$ cat config.mk
export PLATFORM = sky130hd
export DESIGN_NAME = text_screen_control_sequence_engine_core
export DESIGN_NICKNAME = d
export VERILOG_FILES = /design/src/design/tscse_pkg.sv /design/src/design/tscse_row_cell.sv /design/src/design/text_screen_control_sequence_engine_core.sv
export SDC_FILE = /design/constraint.sdc
export NUM_CORES = 2
export LEC_CHECK = 0
export ABC_AREA = 0
export BUFFER_PORTS_ARGS = -buffer_cell sky130_fd_sc_hd__clkbuf_2
export CAP_MARGIN = 25
export CORE_UTILIZATION = 45
export DETAILED_ROUTE_END_ITERATION = 8
export HOLD_SLACK_MARGIN = 0.08
export MAX_ROUTING_LAYER = met4
export SLEW_MARGIN = 20
export SYNTH_ARGS = -nofsm -noshare
export SYNTH_HDL_FRONTEND = slang
export SYNTH_SLANG_ARGS = --single-unit
$ cat constraint.sdc
create_clock -name clk -period 3.52 [get_ports clk]
set_clock_uncertainty 0.1 [all_clocks]
set_input_delay 0.176 -clock clk [delete_from_list [all_inputs] [get_ports clk]]
set_output_delay 0.176 -clock clk [all_outputs]
set_load 0.1 [all_outputs]
$ cat src/design/tscse_pkg.sv
package tscse_pkg;

	localparam int ROWS_DEF = 10;
	localparam int COLS_DEF = 10;

	// characters
	localparam logic [7:0] CH_SPACE = 8'h20;
	localparam logic [7:0] CH_CARET = 8'h5E;
	localparam logic [7:0] CH_ZERO  = 8'd48;
	localparam logic [7:0] CH_NINE  = 8'd57;
	localparam logic [7:0] CH_NONE  = 8'h00;

	// escape letters
	localparam logic [7:0] ESC_LET_B = 8'h62;
	localparam logic [7:0] ESC_LET_C = 8'h63;
	localparam logic [7:0] ESC_LET_D = 8'h64;
	localparam logic [7:0] ESC_LET_U = 8'h75;
	localparam logic [7:0] ESC_LET_L = 8'h6C;
	localparam logic [7:0] ESC_LET_R = 8'h72;
	localparam logic [7:0] ESC_LET_E = 8'h65;
	localparam logic [7:0] ESC_LET_H = 8'h68;
	localparam logic [7:0] ESC_LET_I = 8'h69;
	localparam logic [7:0] ESC_LET_O = 8'h6F;

	typedef enum logic [1:0] {
		OP_TEXT = 2'd0,
		OP_EOL  = 2'd1,
		OP_READ = 2'd2,
		OP_NEW  = 2'd3
	} opcode_t;

	typedef enum logic [2:0] {
		ESC_NORMAL = 3'b001,
		ESC_CARET  = 3'b010,
		ESC_ROW    = 3'b100
	} esc_state_t;

	typedef struct packed {
		opcode_t    opcode;
		logic [7:0] char_byte;
		logic [3:0] read_row;
		logic [3:0] read_col;
	} item_t;

	typedef struct packed {
		logic [7:0] cell_char;
		logic [3:0] cursor_row;
		logic [3:0] cursor_col;
		logic       insert_active;
	} result_t;

	// broadcast from the sequencer to every row cell
	typedef struct packed {
		logic       upd;
		logic       clear_all;
		logic       write;
		logic       erase;
		logic       ins;
		logic [3:0] row;
		logic [3:0] col;
		logic [7:0] data;
		logic       rd_en;
		logic [3:0] rd_row;
		logic [3:0] rd_col;
	} cell_cmd_t;

endpackage

$ cat src/design/tscse_row_cell.sv
module tscse_row_cell import tscse_pkg::*; #(
	parameter int COLS    = COLS_DEF,
	parameter int ROW_IDX = 0
) (
	input  logic       clk,
	input  logic       arst_n,
	input  cell_cmd_t  cmd,
	input  logic [7:0] rd_in,
	output logic [7:0] rd_out
);

	localparam int CW = (COLS > 1) ? $clog2(COLS) : 1;

	logic [7:0] row_q [COLS];
	logic [7:0] row_d [COLS];
	logic       hit;
	logic       rd_hit;

	assign hit    = cmd.upd && (cmd.row == 4'(ROW_IDX));
	assign rd_hit = cmd.rd_en && (cmd.rd_row == 4'(ROW_IDX));

	// pass the read beat along the chain, replacing it on a hit
	assign rd_out = rd_hit ? row_q[cmd.rd_col[CW-1:0]] : rd_in;

	always_comb begin
		for (int j = 0; j < COLS; j++) begin
			row_d[j] = row_q[j];
			if (cmd.upd && cmd.clear_all) begin
				row_d[j] = CH_SPACE;
			end else if (hit && cmd.erase) begin
				if (4'(j) >= cmd.col) row_d[j] = CH_SPACE;
			end else if (hit && cmd.write) begin
				if (4'(j) == cmd.col) begin
					row_d[j] = cmd.data;
				end else if (cmd.ins && (4'(j) > cmd.col) && (j > 0)) begin
					// shift right; last column drops
					row_d[j] = row_q[(j > 0) ? j - 1 : 0];
				end
			end
		end
	end

	always_ff @(posedge clk or negedge arst_n) begin
		if (!arst_n) begin
			for (int j = 0; j < COLS; j++) row_q[j] <= CH_SPACE;
		end else begin
			for (int j = 0; j < COLS; j++) row_q[j] <= row_d[j];
		end
	end

endmodule

$ cat src/design/text_screen_control_sequence_engine_core.sv
// channel   direction  handshake                 payload
// item      in         start high, busy low      item_t   (opcode, char, read cell)
// result    out        done high for one cycle   result_t (cell, cursor, mode)
//
// An item is accepted at an edge while busy is low; while busy is then high, the
// row cells apply the update and the read beat runs down the row chain.
// Result and done are registered as busy falls; the next item may be accepted while done is high.
// Reset fills the screen with spaces at once and homes the cursor.
// The receiver cannot stall; done is a strobe.
module text_screen_control_sequence_engine_core import tscse_pkg::*; #(
	parameter int ROWS = ROWS_DEF,
	parameter int COLS = COLS_DEF
) (
	input  logic    clk,
	input  logic    arst_n,
	input  logic    start,
	output logic    busy,
	input  item_t   item,
	output logic    done,
	output result_t result
);

	localparam logic [3:0] ROW_LAST = 4'(ROWS - 1);
	localparam logic [3:0] COL_LAST = 4'(COLS - 1);

	logic       busy_q;
	logic       done_q;
	item_t      item_s1;
	result_t    res_q;
	logic [3:0] row_q, col_q, pend_q;
	logic       ins_q;
	esc_state_t esc_q;

	logic [3:0] row_n, col_n, pend_n;
	logic       ins_n;
	esc_state_t esc_n;
	logic       put_en;
	logic [7:0] put_data;
	logic       clr;
	logic       ers;
	logic       is_digit;
	logic [3:0] digit;
	logic [7:0] c;
	cell_cmd_t  cmd;
	logic [7:0] rd_chain [ROWS+1];

	assign c        = item_s1.char_byte;
	assign is_digit = (c >= CH_ZERO) && (c <= CH_NINE);
	assign digit    = 4'(c - CH_ZERO);

	always_comb begin
		row_n    = row_q;
		col_n    = col_q;
		pend_n   = pend_q;
		ins_n    = ins_q;
		esc_n    = esc_q;
		put_en   = 1'b0;
		put_data = c;
		clr      = 1'b0;
		ers      = 1'b0;
		unique case (item_s1.opcode)
			OP_TEXT: begin
				unique case (esc_q)
					ESC_CARET: begin
						esc_n = ESC_NORMAL;
						case (c)
							ESC_LET_B: col_n = '0;
							ESC_LET_C: clr = 1'b1;
							ESC_LET_D: if (row_q < ROW_LAST) row_n = row_q + 4'd1;
							ESC_LET_U: if (row_q != '0) row_n = row_q - 4'd1;
							ESC_LET_L: if (col_q != '0) col_n = col_q - 4'd1;
							ESC_LET_R: if (col_q < COL_LAST) col_n = col_q + 4'd1;
							ESC_LET_E: ers = 1'b1;
							ESC_LET_H: begin
								row_n = '0;
								col_n = '0;
							end
							ESC_LET_I: ins_n = 1'b1;
							ESC_LET_O: ins_n = 1'b0;
							CH_CARET:  put_en = 1'b1;
							default: begin
								if (is_digit) begin
									pend_n = digit;
									esc_n  = ESC_ROW;
								end else begin
									put_en = 1'b1;
								end
							end
						endcase
					end
					ESC_ROW: begin
						esc_n = ESC_NORMAL;
						if (is_digit) begin
							row_n = (pend_q > ROW_LAST) ? ROW_LAST : pend_q;
							col_n = (digit > COL_LAST) ? COL_LAST : digit;
						end else begin
							put_en = 1'b1;
						end
					end
					default: begin
						if (c == CH_CARET) esc_n = ESC_CARET;
						else put_en = 1'b1;
					end
				endcase
			end
			OP_EOL: esc_n = ESC_NORMAL;
			OP_READ: ;
			OP_NEW: begin
				clr    = 1'b1;
				row_n  = '0;
				col_n  = '0;
				ins_n  = 1'b0;
				esc_n  = ESC_NORMAL;
				pend_n = '0;
			end
			default: ;
		endcase
		// advance after a printed character, holding at the last column
		if (put_en && (col_q < COL_LAST)) col_n = col_q + 4'd1;
	end

	always_comb begin
		cmd           = '0;
		cmd.upd       = busy_q;
		cmd.clear_all = clr;
		cmd.write     = put_en;
		cmd.erase     = ers;
		cmd.ins       = ins_q;
		cmd.row       = row_q;
		cmd.col       = col_q;
		cmd.data      = put_data;
		cmd.rd_en     = (item_s1.opcode == OP_READ)
		                && (item_s1.read_row <= ROW_LAST)
		                && (item_s1.read_col <= COL_LAST);
		cmd.rd_row    = item_s1.read_row;
		cmd.rd_col    = item_s1.read_col;
	end

	assign rd_chain[0] = CH_NONE;

	for (genvar r = 0; r < ROWS; r++) begin : g_row
		tscse_row_cell #(
			.COLS   (COLS),
			.ROW_IDX(r)
		) u_cell (
			.clk   (clk),
			.arst_n(arst_n),
			.cmd   (cmd),
			.rd_in (rd_chain[r]),
			.rd_out(rd_chain[r+1])
		);
	end

	always_ff @(posedge clk or negedge arst_n) begin
		if (!arst_n) begin
			busy_q <= 1'b0;
			done_q <= 1'b0;
			row_q  <= '0;
			col_q  <= '0;
			pend_q <= '0;
			ins_q  <= 1'b0;
			esc_q  <= ESC_NORMAL;
		end else begin
			busy_q <= start && !busy_q;
			done_q <= busy_q;
			if (busy_q) begin
				row_q  <= row_n;
				col_q  <= col_n;
				pend_q <= pend_n;
				ins_q  <= ins_n;
				esc_q  <= esc_n;
			end
		end
	end

	always_ff @(posedge clk) begin
		if (start && !busy_q) item_s1 <= item;
		if (busy_q) begin
			res_q.cell_char     <= rd_chain[ROWS];
			res_q.cursor_row    <= row_n;
			res_q.cursor_col    <= col_n;
			res_q.insert_active <= ins_n;
		end
	end

	assign busy   = busy_q;
	assign done   = done_q;
	assign result = res_q;

endmodule

==> out/metrics.cfg <==
[yosys]
synth-async-reset-ratio = 0.959
synth.lib_cells_used.distinct = 97
synth_top_cells_by_area = sky130_fd_sc_hd__dfrtp_1 (39%), sky130_fd_sc_hd__o2bb2ai_1 (11%), sky130_fd_sc_hd__a21oi_1 (8.6%)
postSynthNetCount = 4286
syn-cell-area_mm2 = 0.0455
ys_seq_area_frac = 0.476
synth_top_cell_by_area = sky130_fd_sc_hd__dfrtp_1
synthesis.area_per_instance_um2 = 10.7
synth_enable_flop_cells = 35
synthesis.yosys.warnings = 0
synth_top_flop_cell = sky130_fd_sc_hd__dfrtp_1
post_synth_inst_count = 4252
synth_top_area_frac = 0.394
postSynthRegisterBits = 853

[worst_hold_path]
min_path_type = input pin to flip-flop
holdPathStages = 2
hold-path-endpoint = c[2]
hold_start = item[10]

[global_route]
via_count_of_the_first_global_routing_pass = 41841
global_route_wire_length_before_repair_um = 319000
grt_antenna_before_repair = 3
grt_max_degree = 105
globalRouteOverflowTotal = 0
grt_util_all_layers = 0.455

[worst_setup_path]
critical_path.reg2reg.endpoint = result[12]
timing.reg2reg.setup_slack_ns = -0.02
criticalPathCategory = flip-flop to flip-flop
endpoint_kind = flip-flop
rr_startpoint = cmd[0]
critPathSlowestCell = sky130_fd_sc_hd__a21oi_1
path_max_fanout = 25
critPathMaxStageDelay_ns = 0.51
critPathRequiredTime_ns = 3.85
critical_path.cell_chain = buf_12, buf_12, buf_4, mux2i_1, a221oi_1, a211o_1, a211o_1, a21oi_1, o22ai_1
critPathLaunchType = flip-flop
ff2ff_path_depth = 9
timing.critical_path.arrival_ns = 3.87

[timing]
worst_slew_pin_slew_ns = 1.21
slew_headroom = 0.192
final_cycle_share = 1.01
fmax_mhz = 282
setup-tns-final_ns = -0.0242
count_of_endpoints_failing_setup_in_the_final_report = 2
grt_setup_unrepaired = yes
fin_ws_ns = -0.0221
timing.final.max_slew_violations = 0
fin_hold_viols = 0
min_period_ns = 3.54

[layout]
fill_cells = 8876
layout.cells.most_common = sky130_fd_sc_hd__a21oi_1
fin_nets = 4586
regArea_mm2 = 0.0216
final_area_mm2 = 0.0539
final_layout_size_suffix_gt1_frac = 0.231
area.growth.synth_to_final_pct = 18.4
multi_input_area_mm2 = 0.0224
most-common-layout-cells = sky130_fd_sc_hd__a21oi_1 (776), sky130_fd_sc_hd__dfrtp_1 (716), sky130_fd_sc_hd__o2bb2ai_1 (564), sky130_fd_sc_hd__buf_4 (394), sky130_fd_sc_hd__nand2_1 (239)

[clock_tree]
cts.sinks = 853
clock_tree_from_tritoncts = yes
cts_max_level = 3
cts-buffers-inserted = 98
cts_max_path_buffers = 3
cts_root_buffer = sky130_fd_sc_hd__clkbuf_16
clock_latency_on_the_worst_skew_pair_ns = 0.71
path_clk_slew_ns = 0.07

[routing]
drt_pre_antenna_iters = 6
drt-total-wl_um = 228000
antenna_violating_nets_post_route = 0
drt-wirelength-per-cell_um = 38.3
via_count = 42523
drt_drc_violations_left = 0
via_count_normalized_by_instance_count = 7.16
initialDrtViolationCount = 5776

[die]
design.core.area_mm2 = 0.100
floorplan.die.height_um = 320
die_area_mm2 = 0.102
die_w_um = 320
initial_util = 0.454
i_o_pins = 40
fp-row-count = 116

[run]
number_of_violations_of_the_max_capacitance_limit = 0

[placement]
port_buffers = 39
placed_cell_area_mm2 = 0.0498
place_congestion = 1.06
hpwl_um = 168000

[power]
power.density_mw_per_mm2 = 553
vdd_drop_max_v = 0.000447
p_leak_uw = 0.0219

[outcome]
failed_checks = setup timing
outcome = finished, violations left

-- metal layers --
metal | track usage | up-vias | wire [um]
met4 | 0.331 | 0 | 20600
met5 | - | - | 0
met1 | 0.569 | 21740 | 85600
met2 | 0.656 | 2801 | 99000
li1 | - | 17230 | -
met3 | 0.0931 | 752 | 22400
-- flip-flops by register name (all words and copies together), names as in the netlist --
| signal | count |
|---|---|
| result | 17 |
| item_s1 | 2 |
| cmd | 8 |
| row_q | 4 |
| pend_q | 4 |
| busy | 1 |
| g_row.u_cell.row_q | 800 |
| esc_q | 3 |
| ins_q | 1 |
| done | 1 |
| col_q | 4 |
| c | 8 |
-- power by group --
group,internal [uW],leakage (uW),switching (uW)
clock network,6360,0.00166,4500
registers,10700,0.0114,665
logic,2240,0.00889,5300
total,19300,0.0219,10500
-- worst max-delay path by stage --
stage,endpoint,cells after the start,from,slack (ns)
after floorplan,g_row[3].u_cell.row_q[73],7,busy,0.10
final,result[12],9,cmd[0],-0.02
after global routing,result[15],11,item_s1[16],-0.06
after detailed placement,result[15],10,cmd[0],-0.27
after global placement,result[15],11,item_s1[16],-0.29
after CTS,g_row[8].u_cell.row_q[28],11,row_q[0],0.002
-- timing repair --
item / CTS / global route
hold endpoints to repair: 659 / 0
gates resized for setup: 13 / 47
hold buffers: 36 / 0
pin swaps: 1 / 5
setup buffers: 0 / 5
setup endpoints to repair: 52 / 333
-- logic make-up (layout without fill, tap and decap cells) --
logic type | count (synthesis) | in the layout | share of synthesized area
xor gates and xnor gates | 2 | 2 | 0.000385
AOI/OAI and AO/OA | 1964 | 1964 | 0.301
and+or+nand+nor | 653 | 653 | 0.0686
muxes | 316 | 316 | 0.111
buffers and inverters | 451 | 836 | 0.0399
adders and majority gates | 13 | 13 | 0.00358
DFF | 853 | 853 | 0.476
other | 0 | 2 | 0
-- synth_stat cells, types with 8 or more instances --
cell type	instances
sky130_fd_sc_hd__a21oi_1	782
sky130_fd_sc_hd__dfrtp_1	717
sky130_fd_sc_hd__o2bb2ai_1	564
sky130_fd_sc_hd__nand2_1	250
sky130_fd_sc_hd__clkbuf_1	176
sky130_fd_sc_hd__nor2_1	150
sky130_fd_sc_hd__mux4_2	145
sky130_fd_sc_hd__inv_1	144
sky130_fd_sc_hd__mux2i_1	115
sky130_fd_sc_hd__dfstp_2	101
sky130_fd_sc_hd__o21ai_0	101
sky130_fd_sc_hd__o22ai_1	101
sky130_fd_sc_hd__buf_2	65
sky130_fd_sc_hd__nand3_1	60
sky130_fd_sc_hd__buf_1	55
sky130_fd_sc_hd__mux2_2	54
sky130_fd_sc_hd__edfxtp_1	35
sky130_fd_sc_hd__and3_1	34
sky130_fd_sc_hd__a32oi_1	31
sky130_fd_sc_hd__a31oi_1	30
sky130_fd_sc_hd__and2_1	30
sky130_fd_sc_hd__a2bb2oi_1	27
sky130_fd_sc_hd__o41ai_1	27
sky130_fd_sc_hd__a21o_1	26
sky130_fd_sc_hd__o21ai_1	26
sky130_fd_sc_hd__a22o_1	25
sky130_fd_sc_hd__o221ai_1	25
sky130_fd_sc_hd__a211oi_1	24
sky130_fd_sc_hd__nor3_1	23
sky130_fd_sc_hd__a22oi_1	22
sky130_fd_sc_hd__nor2b_1	17
sky130_fd_sc_hd__a221oi_1	15
sky130_fd_sc_hd__o211ai_2	14
sky130_fd_sc_hd__ha_1	13
sky130_fd_sc_hd__nor4_1	13
sky130_fd_sc_hd__a221oi_2	12
sky130_fd_sc_hd__a32o_1	12
sky130_fd_sc_hd__o211ai_1	12
sky130_fd_sc_hd__nand2b_1	10
sky130_fd_sc_hd__nand4_1	9
sky130_fd_sc_hd__a2111oi_0	8
sky130_fd_sc_hd__nor3b_1	8
-- worst max-delay path: cells and delay by family (launching register included) --
kind,cells,cell delay [ns]
buffers and inverters,3,0.64
muxes,1,0.46
DFF,1,0.38
AOI/OAI and AO/OA,5,1.61
-- layout make-up --
class                   instances  area share
multi-input cells            2948       0.416
flip-flops and latches        853       0.402
repair buffers                505      0.0788
clock buffers                 146      0.0545
well taps                    1298      0.0302
inverters                     146      0.0102
clock inverters                39     0.00832
diodes                          2   0.0000929
-- metrics by stage --
step | setup slack, ns | hold WS [ns] | utilization | instances | total power [uW]
3_5_place_dp | -0.271 | 0.0751 | 0.497 | 5708 | 18600
5_1_grt | -0.0592 | 0.125 | 0.538 | 5936 | 30400
4_1_cts | 0.00174 | 0.0834 | 0.535 | 5929 | 29400
2_1_floorplan | 0.100 | -0.220 | - | 4252 | 15100
3_3_place_gp | -0.292 | 0.0742 | 0.496 | 5703 | 18500
6_report | -0.0221 | 0.118 | 0.538 | 5937 | 29800
Power figures use the tool's default switching activity.
